`src/design/a85d_pkg.sv`:
```
// Shared types, character codes and helpers for the ASCII85 stream decoder.
// No dependencies; the front, queue, back and top-level files import it.
`default_nettype none

package a85d_pkg;

   localparam int A85D_QUEUE_DEPTH = 2;

   localparam logic [7:0] CH_FIRST_DIGIT = 8'h21;  // '!'
   localparam logic [7:0] CH_LAST_DIGIT  = 8'h75;  // 'u'
   localparam logic [7:0] CH_ZERO_GROUP  = 8'h7A;  // 'z'
   localparam logic [7:0] CH_TILDE       = 8'h7E;  // '~'
   localparam logic [7:0] CH_GREATER     = 8'h3E;  // '>'
   localparam logic [7:0] CH_SPACE       = 8'h20;
   localparam logic [7:0] CH_TAB         = 8'h09;
   localparam logic [7:0] CH_CR          = 8'h0D;

   localparam logic [31:0] A85D_BASE = 32'd85;

   localparam logic [1:0] ERR_NONE       = 2'd0;
   localparam logic [1:0] ERR_Z_IN_GROUP = 2'd1;
   localparam logic [1:0] ERR_SINGLE     = 2'd2;
   localparam logic [1:0] ERR_INVALID    = 2'd3;

   // One queue entry describes every result caused by one input word.
   typedef struct packed {
      logic [31:0] data;        // bytes, most significant first
      logic [1:0]  last_idx;    // number of results minus one
      logic        byte_valid;
      logic [1:0]  error_code;
      logic        stream_done;
   } entry_type;

   // Padding a group of n digits with 'u' (84) up to five digits equals
   // (acc + 1) * 85^(5-n) - 1, so only the power is needed.
   function automatic logic [19:0] pad_power(input logic [2:0] count);
      logic [19:0] p;
      case (count)
         3'd2:    p = 20'd614125;
         3'd3:    p = 20'd7225;
         3'd4:    p = 20'd85;
         default: p = 20'd1;
      endcase
      return p;
   endfunction

endpackage

`default_nettype wire

```
`src/design/a85d_if.sv`:
```
// Valid/ready channel interfaces for the ASCII85 decoder request and response words.
// No dependencies.
`default_nettype none

interface a85d_req_if;
   logic       valid;
   logic       ready;
   logic [7:0] in_char;
   logic       end_of_buffer;

   modport source (output valid, in_char, end_of_buffer, input ready);
   modport sink   (input valid, in_char, end_of_buffer, output ready);
endinterface

interface a85d_rsp_if;
   logic       valid;
   logic       ready;
   logic [7:0] out_byte;
   logic       byte_valid;
   logic       run_last;
   logic       stream_done;
   logic [1:0] error_code;

   modport source (output valid, out_byte, byte_valid, run_last, stream_done, error_code,
                   input ready);
   modport sink   (input valid, out_byte, byte_valid, run_last, stream_done, error_code,
                   output ready);
endinterface

`default_nettype wire

```
`src/design/a85d_front.sv`:
```
// Front end: accepts characters, keeps the base-85 accumulator and stream state,
// and queues a result descriptor per word that has results. Uses a85d_pkg, a85d_req_if.
`default_nettype none

module a85d_front (
   input  wire                  clock,
   input  wire                  reset,
   a85d_req_if.sink             req,
   output logic                 push_valid,
   output a85d_pkg::entry_type  push_entry,
   input  wire                  push_ready
);
   import a85d_pkg::*;

   logic [31:0] acc_ff, acc_in;
   logic [2:0]  cnt_ff, cnt_in;
   logic        tilde_ff, tilde_in;
   logic        halted_ff, halted_in;

   logic [7:0]  c;
   logic        accept;
   logic        is_digit;
   logic        is_white;
   logic [31:0] acc_next_digit;
   logic [31:0] padded;
   logic [2:0]  res_count;
   logic        done;
   entry_type   ent;

   assign c         = req.in_char;
   assign req.ready = push_ready;
   assign accept    = req.valid && push_ready;

   assign is_digit = (c >= CH_FIRST_DIGIT) && (c <= CH_LAST_DIGIT);
   assign is_white = (c == CH_SPACE) || ((c >= CH_TAB) && (c <= CH_CR));

   assign acc_next_digit = acc_ff * A85D_BASE + {24'd0, c - CH_FIRST_DIGIT};
   assign padded = (acc_ff + 32'd1) * {12'd0, pad_power(cnt_ff)} - 32'd1;

   always_comb begin
      acc_in    = acc_ff;
      cnt_in    = cnt_ff;
      tilde_in  = tilde_ff;
      halted_in = halted_ff;
      ent       = '0;
      res_count = 3'd0;
      done      = 1'b0;

      if (!halted_ff) begin
         if (tilde_ff) begin
            tilde_in  = 1'b0;
            halted_in = 1'b1;
            if (c == CH_GREATER) begin
               done = 1'b1;
               if (cnt_ff == 3'd1) begin
                  ent.error_code = ERR_SINGLE;
                  res_count      = 3'd1;
               end else if (cnt_ff >= 3'd2) begin
                  ent.data       = padded;
                  ent.byte_valid = 1'b1;
                  res_count      = cnt_ff - 3'd1;
               end
               acc_in = '0;
               cnt_in = '0;
            end else begin
               ent.error_code = ERR_INVALID;
               res_count      = 3'd1;
            end
         end else if (is_digit) begin
            if (cnt_ff == 3'd4) begin
               ent.data       = acc_next_digit;
               ent.byte_valid = 1'b1;
               res_count      = 3'd4;
               acc_in         = '0;
               cnt_in         = '0;
            end else begin
               acc_in = acc_next_digit;
               cnt_in = cnt_ff + 3'd1;
            end
         end else if (c == CH_ZERO_GROUP) begin
            if (cnt_ff != 3'd0) begin
               ent.error_code = ERR_Z_IN_GROUP;
               res_count      = 3'd1;
               halted_in      = 1'b1;
            end else begin
               ent.byte_valid = 1'b1;
               res_count      = 3'd4;
            end
         end else if (c == CH_TILDE) begin
            if (req.end_of_buffer) begin
               ent.error_code = ERR_INVALID;
               res_count      = 3'd1;
               halted_in      = 1'b1;
            end else begin
               tilde_in = 1'b1;
            end
         end else if (!is_white) begin
            ent.error_code = ERR_INVALID;
            res_count      = 3'd1;
            halted_in      = 1'b1;
         end
      end

      // Buffer end returns everything to the reset state, halted included.
      if (req.end_of_buffer) begin
         done      = 1'b1;
         acc_in    = '0;
         cnt_in    = '0;
         tilde_in  = 1'b0;
         halted_in = 1'b0;
      end
      if (done && (res_count == 3'd0)) begin
         res_count = 3'd1;
      end
      ent.stream_done = done;
      ent.last_idx    = 2'(res_count - 3'd1);
   end

   assign push_valid = accept && (res_count != 3'd0);
   assign push_entry = ent;

   always_ff @(posedge clock) begin
      if (reset) begin
         acc_ff    <= '0;
         cnt_ff    <= '0;
         tilde_ff  <= 1'b0;
         halted_ff <= 1'b0;
      end else if (accept) begin
         acc_ff    <= acc_in;
         cnt_ff    <= cnt_in;
         tilde_ff  <= tilde_in;
         halted_ff <= halted_in;
      end
   end

endmodule

`default_nettype wire

```
`src/design/a85d_queue.sv`:
```
// Short FIFO of result descriptors between the front and back ends.
// Uses a85d_pkg for the entry type.
`default_nettype none

module a85d_queue #(
   parameter int DEPTH = a85d_pkg::A85D_QUEUE_DEPTH
) (
   input  wire                  clock,
   input  wire                  reset,
   input  wire                  push_valid,
   input  a85d_pkg::entry_type  push_entry,
   output logic                 push_ready,
   output logic                 head_valid,
   output a85d_pkg::entry_type  head_entry,
   input  wire                  pop
);
   import a85d_pkg::*;

   localparam int PTR_W = (DEPTH > 1) ? $clog2(DEPTH) : 1;
   localparam int CNT_W = $clog2(DEPTH + 1);

   entry_type          mem_ff [DEPTH];
   logic [PTR_W-1:0]   wr_ptr_ff, rd_ptr_ff;
   logic [CNT_W-1:0]   count_ff;
   logic               do_push, do_pop;

   assign push_ready = (count_ff != CNT_W'(DEPTH));
   assign head_valid = (count_ff != '0);
   assign head_entry = mem_ff[rd_ptr_ff];
   assign do_push    = push_valid && push_ready;
   assign do_pop     = pop && head_valid;

   function automatic logic [PTR_W-1:0] next_ptr(input logic [PTR_W-1:0] p);
      return (p == PTR_W'(DEPTH - 1)) ? '0 : p + PTR_W'(1);
   endfunction

   always_ff @(posedge clock) begin
      if (do_push) begin
         mem_ff[wr_ptr_ff] <= push_entry;
      end
   end

   always_ff @(posedge clock) begin
      if (reset) begin
         wr_ptr_ff <= '0;
         rd_ptr_ff <= '0;
         count_ff  <= '0;
      end else begin
         if (do_push) begin
            wr_ptr_ff <= next_ptr(wr_ptr_ff);
         end
         if (do_pop) begin
            rd_ptr_ff <= next_ptr(rd_ptr_ff);
         end
         if (do_push && !do_pop) begin
            count_ff <= count_ff + CNT_W'(1);
         end else if (do_pop && !do_push) begin
            count_ff <= count_ff - CNT_W'(1);
         end
      end
   end

endmodule

`default_nettype wire

```
`src/design/a85d_back.sv`:
```
// Back end: walks the head descriptor one result word at a time onto the response
// channel. Uses a85d_pkg and a85d_rsp_if.
`default_nettype none

module a85d_back (
   input  wire                  clock,
   input  wire                  reset,
   input  wire                  head_valid,
   input  a85d_pkg::entry_type  head_entry,
   output logic                 pop,
   a85d_rsp_if.source           rsp
);
   import a85d_pkg::*;

   logic [1:0] idx_ff;
   logic       fire;
   logic       at_last;

   assign at_last = (idx_ff == head_entry.last_idx);
   assign fire    = head_valid && rsp.ready;
   assign pop     = fire && at_last;

   assign rsp.valid       = head_valid;
   assign rsp.byte_valid  = head_entry.byte_valid;
   assign rsp.run_last    = at_last;
   assign rsp.stream_done = head_entry.stream_done;
   assign rsp.error_code  = head_entry.error_code;

   always_comb begin
      case (idx_ff)
         2'd0:    rsp.out_byte = head_entry.data[31:24];
         2'd1:    rsp.out_byte = head_entry.data[23:16];
         2'd2:    rsp.out_byte = head_entry.data[15:8];
         default: rsp.out_byte = head_entry.data[7:0];
      endcase
   end

   always_ff @(posedge clock) begin
      if (reset) begin
         idx_ff <= '0;
      end else if (fire) begin
         idx_ff <= at_last ? 2'd0 : idx_ff + 2'd1;
      end
   end

endmodule

`default_nettype wire

```
`src/design/ascii85_stream_decoder_core.sv`:
```
// ASCII85 stream decoder top level: front end, descriptor queue and back end.
// A word's descriptor is registered in the queue before the back end sends it.
// Throughput: one word per cycle while the queue has room; a word that yields k
// results sends k bytes over the one-byte response port (a full group sends four).
// Reset: synchronous, clears the accumulator, stream flags, queue and output index.
`default_nettype none

module ascii85_stream_decoder_core #(
   parameter int QUEUE_DEPTH = a85d_pkg::A85D_QUEUE_DEPTH
) (
   input  wire          clock,
   input  wire          reset,
   a85d_req_if.sink     req_ch,
   a85d_rsp_if.source   rsp_ch
);
   import a85d_pkg::*;

   logic      push_valid, push_ready;
   entry_type push_entry;
   logic      head_valid, pop;
   entry_type head_entry;

   a85d_front u_front (
      .clock      (clock),
      .reset      (reset),
      .req        (req_ch),
      .push_valid (push_valid),
      .push_entry (push_entry),
      .push_ready (push_ready)
   );

   a85d_queue #(.DEPTH(QUEUE_DEPTH)) u_queue (
      .clock      (clock),
      .reset      (reset),
      .push_valid (push_valid),
      .push_entry (push_entry),
      .push_ready (push_ready),
      .head_valid (head_valid),
      .head_entry (head_entry),
      .pop        (pop)
   );

   a85d_back u_back (
      .clock      (clock),
      .reset      (reset),
      .head_valid (head_valid),
      .head_entry (head_entry),
      .pop        (pop),
      .rsp        (rsp_ch)
   );

endmodule

`default_nettype wire

```
`src/flat_wrapper.sv`:
```
// flat-port wrapper written by rule: the top's interface ports become plain ports
module ascii85_stream_decoder_core_flat import a85d_pkg::*;
#(
   parameter int QUEUE_DEPTH = a85d_pkg::A85D_QUEUE_DEPTH
)
  (clock, reset, req_ch_valid, req_ch_in_char, req_ch_end_of_buffer, req_ch_ready, rsp_ch_valid, rsp_ch_out_byte, rsp_ch_byte_valid, rsp_ch_run_last, rsp_ch_stream_done, rsp_ch_error_code, rsp_ch_ready);
  a85d_req_if req_ch_i ();
  a85d_rsp_if rsp_ch_i ();
  input  wire clock;
  input  wire reset;
  input wire logic [$bits(req_ch_i.valid)-1:0] req_ch_valid;
  input wire logic [$bits(req_ch_i.in_char)-1:0] req_ch_in_char;
  input wire logic [$bits(req_ch_i.end_of_buffer)-1:0] req_ch_end_of_buffer;
  output wire logic [$bits(req_ch_i.ready)-1:0] req_ch_ready;
  output wire logic [$bits(rsp_ch_i.valid)-1:0] rsp_ch_valid;
  output wire logic [$bits(rsp_ch_i.out_byte)-1:0] rsp_ch_out_byte;
  output wire logic [$bits(rsp_ch_i.byte_valid)-1:0] rsp_ch_byte_valid;
  output wire logic [$bits(rsp_ch_i.run_last)-1:0] rsp_ch_run_last;
  output wire logic [$bits(rsp_ch_i.stream_done)-1:0] rsp_ch_stream_done;
  output wire logic [$bits(rsp_ch_i.error_code)-1:0] rsp_ch_error_code;
  input wire logic [$bits(rsp_ch_i.ready)-1:0] rsp_ch_ready;
  assign req_ch_i.valid = req_ch_valid;
  assign req_ch_i.in_char = req_ch_in_char;
  assign req_ch_i.end_of_buffer = req_ch_end_of_buffer;
  assign req_ch_ready = req_ch_i.ready;
  assign rsp_ch_valid = rsp_ch_i.valid;
  assign rsp_ch_out_byte = rsp_ch_i.out_byte;
  assign rsp_ch_byte_valid = rsp_ch_i.byte_valid;
  assign rsp_ch_run_last = rsp_ch_i.run_last;
  assign rsp_ch_stream_done = rsp_ch_i.stream_done;
  assign rsp_ch_error_code = rsp_ch_i.error_code;
  assign rsp_ch_i.ready = rsp_ch_ready;
  ascii85_stream_decoder_core #(.QUEUE_DEPTH(QUEUE_DEPTH)) u_core (.clock(clock), .reset(reset), .req_ch(req_ch_i), .rsp_ch(rsp_ch_i));
endmodule
```
`config.mk`:
```
export PLATFORM = sky130hd
export DESIGN_NAME = ascii85_stream_decoder_core_flat
export DESIGN_NICKNAME = d
export VERILOG_FILES = /design/src/design/a85d_pkg.sv /design/src/design/a85d_if.sv /design/src/design/a85d_front.sv /design/src/design/a85d_queue.sv /design/src/design/a85d_back.sv /design/src/design/ascii85_stream_decoder_core.sv /design/src/flat_wrapper.sv
export SDC_FILE = /design/constraint.sdc
export NUM_CORES = 1
export LEC_CHECK = 0
export ABC_AREA = 1
export ABC_CLOCK_PERIOD_IN_PS = 16400
export BUFFER_PORTS_ARGS = -buffer_cell sky130_fd_sc_hd__buf_2
export CORE_MARGIN = 2
export CORE_UTILIZATION = 64
export DETAILED_ROUTE_END_ITERATION = 6
export GPL_ROUTABILITY_DRIVEN = 1
export MAX_ROUTING_LAYER = met4
export PLACE_DENSITY_LB_ADDON = 0.25
export SLEW_MARGIN = 20
export SYNTH_ARGS = -nofsm -noshare
export SYNTH_HDL_FRONTEND = slang
export SYNTH_HIERARCHICAL = 1
export SYNTH_SLANG_ARGS = --single-unit
```
`constraint.sdc`:
```
create_clock -name clock -period 16.4 [get_ports clock]
set_input_delay 0.82 -clock clock [delete_from_list [all_inputs] [get_ports clock]]
set_output_delay 0.82 -clock clock [all_outputs]
set_load 0.01 [all_outputs]
```
==> qor.csv <==
stage,metric,value,unit
clock_tree,CTS Sinks,120,
global_routing,largest net degree at the start of global routing,40,
synth,Yosys warning count,6,
worst_setup_path,arrival time worst endpoint,9170,ps
synth,Avg Inst Size Synth,8.18,sq um
global_routing,antenna violations before repair,0,
timing,Final Max Slew Viols,0,
timing,period utilisation layout,54.2,%
route,DR iter-0 viols,1699,
global_routing,first-pass GRT wire length,96.6,mm
final_layout,layout overhead on the synthesized area,5.29,%
timing,RSZ-0062 raised after global routing,no,
synth,Synth top area share,28.5,%
timing,Final Hold Vio Count,0,
worst_setup_path,CP Data Required Time,16680,ps
timing,Fmax,0.113,GHz
floorplan,Starting Density,65.0,%
route,total number of vias,17788,
global_routing,total grt overflow,0,
timing,Worst slew margin,20.5,%
synth,"EDFF count, synth",76,
floorplan,Die Area,35500,sq um
clock_tree,clk root buf,clkbuf_16,
worst_setup_path,CP max stage delay,790,ps
place,placer congestion estimate,0.966,
clock_tree,TritonCTS clock tree,built,
min_path,Worst Hold Class,reg -> reg,
clock_tree,setup bufs post-CTS,0,
power_and_ir_drop,leakage,0.0123,uW
final_layout,most frequent cells in the layout,"inv_1, nand2_1, fa_1",
synth,Synth Instances,2664,
floorplan,Die Width,189,microns
place,Port Buffers,27,
timing,Period minus WS final,8890,ps
timing,slew at the pin closest to its max-slew limit,1180,ps
floorplan,Die Y,189,microns
final_layout,share of cells above drive strength 1,6.52,%
route,DR DRC count,0,
floorplan,Ports,28,
global_routing,vias in the first global route,18438,
final_layout,"most common cell after layout, fill and taps aside",inv_1,
worst_setup_path,CP Class,reg -> reg,
outcome,outcome,"finished, final reports clean",
worst_setup_path,Crit. End Element,flip-flop,
timing,final setup TNS,0,ps
final_layout,Final #Nets,3254,
route,total routed wirelength,59.9,mm
synth,Synth Cell Area,21800,sq um
clock_tree,post-cts hold buffer count,0,
worst_setup_path,Startpoint Class,flip-flop,
worst_setup_path,CP most frequent cell,inv_1,
power_and_ir_drop,worst vdd ir,0.0785,mV
synth,library cells used by synthesis,55,
synth,"top cells by area, synth","fa_1, ha_1, inv_1",
worst_setup_path,CP max-delay cell,dfxtp_1,
final_layout,Ant. Diodes,0,
clock_tree,clk slew on worst S/H paths,60,ps
synth,#FFs+latches synth,120,
synth,"Async S/R FF share, synth",0,%
clock_tree,CTS max path bufs,2,
place,DP HPWL,50.3,mm
synth,ys flop type,edfxtp_1,
route,antenna-violating nets left,0,
clock_tree,clock latency on the worst-skew pair,420,ps
route,WL per Instance,19.1,microns
clock_tree,clock buffer count from CTS,17,
synth,post-synth top area cell,fa_1,
route,Pre-antenna DRT Iters,6,
floorplan,Core Region,33500,sq um
floorplan,# rows,67,
route,Via-to-Cell Ratio,5.68,
power_and_ir_drop,Power Density,59.6,nW/um^2
global_routing,GRT Total Usage,36.1,%
synth,Synth Net Count,3247,
worst_setup_path,crit-path max FO,14,
synth,sequential cell area fraction in the yosys report,14.5,%
timing,Final setup viols,0,
job,Max-cap violations,0,
clock_tree,CTS resizes,0,
timing,Final Skew,10.4,ps
clock_tree,H-tree levels,4,
power_and_ir_drop,Total Power,1370,uW
## report_power, final
group / internal (uW) / leakage, uW / switching [uW] / total, uW
Combinational: 224 / 0.0110 / 412 / 636
Clock: 212 / 0.000274 / 148 / 360
Sequential: 348 / 0.00109 / 22.2 / 371
Total: 784 / 0.0123 / 582 / 1370
## final timing paths
check	from	endpoint	slack [ps]	depth (start not counted)
worst max-delay path	u_core/u_front/acc_ff[0]	u_core/u_queue/mem_ff[1][28]	7510	39
worst min-delay path	u_core/u_front/acc_ff[31]	u_core/u_front/acc_ff[31]	520	2
worst max register to register	u_core/u_front/acc_ff[0]	u_core/u_queue/mem_ff[1][28]	7510	39
worst min register to register	u_core/u_front/acc_ff[31]	u_core/u_front/acc_ff[31]	520	2
## metal layers
layer	up-vias	routed length [microns]	track usage [%]
met2	785	28100	57.7
met1	8683	24800	47.9
li1	8168	-	-
met4	0	2160	11.6
met3	152	4840	5.07
met5	-	0	-
## registers in the layout, summed over array words and instances, names as in the netlist, named ones only
signal                    flops
u_core/u_front/tilde_ff       1
u_core/u_front/acc_ff        32
u_core/u_front/halted_ff      1
u_core/u_queue/wr_ptr_ff      1
u_core/u_front/cnt_ff         3
u_core/u_back/idx_ff          2
u_core/u_queue/rd_ptr_ff      1
u_core/u_queue/mem_ff        76
u_core/u_queue/count_ff       2
## cells in the mapped netlist (3+ instances only)
library cell,n
nor2_4,8
a22oi_1,11
nor3_1,14
o21a_1,4
nor2_2,12
nand3_1,90
o21ai_2,3
o21ai_0,75
nor2_1,217
nand4_1,19
a21o_1,14
mux2_2,18
nor4_1,4
dfxtp_1,44
inv_1,703
clkbuf_1,26
a31oi_1,4
buf_2,3
edfxtp_1,76
fa_1,310
ha_1,260
nand3_2,4
mux2_4,20
o21bai_1,8
a22o_1,3
xor2_1,53
buf_4,11
or2_2,10
nand2_1,431
xnor2_1,25
o221ai_1,3
o211ai_1,3
buf_1,5
nand3b_1,6
inv_2,6
a21oi_1,121
nand2_2,16
buf_6,3
## worst max-delay path: cells and delay by family, from the launching register on
kind	cells	cell delay [ps]
buffers and inverters	11	930
AO/OA/AOI/OAI	6	1340
adder cells (fa/ha/maj)	9	3810
AND/OR/NAND/NOR	13	1840
flip-flops	1	790
## stage by stage
step	cells	worst slack (ps)	area (sq um)	util (%)	hold slack [ps]
finish	3132	7510	22900	68.4	515
global route	3132	6870	22900	68.4	548
CTS	3130	7600	22900	68.3	520
detailed placement	3098	7620	22300	66.6	498
global placement	3098	7780	22300	66.6	478
floorplan	2664	9160	21800	-	465
## area by class of cell
| type | instances | area (sq um) |
|---|---|---|
| Timing Repair Buffer | 36 | 235 |
| Inverter | 710 | 2670 |
| Sequential cell | 120 | 3170 |
| Multi-Input combinational cell | 1786 | 15800 |
| Tap cell | 448 | 561 |
| Clock buffer | 20 | 479 |
| Fill cell | 2802 | 10600 |
| Clock inverter | 12 | 87.6 |
## cell families (layout without fill, tap and decap cells)
logic type | after synthesis | count (layout) | share of synthesized area (%)
and+or+nand+nor | 834 | 834 | 16.2
buffers and inverters | 758 | 778 | 13.4
adders and majority gates | 570 | 570 | 43.4
AOI/OAI and AO/OA | 266 | 266 | 7.05
DFF | 120 | 120 | 14.5
xor gates and xnor gates | 78 | 78 | 3.13
muxes | 38 | 38 | 2.31
(Power assumes the default switching activity.)
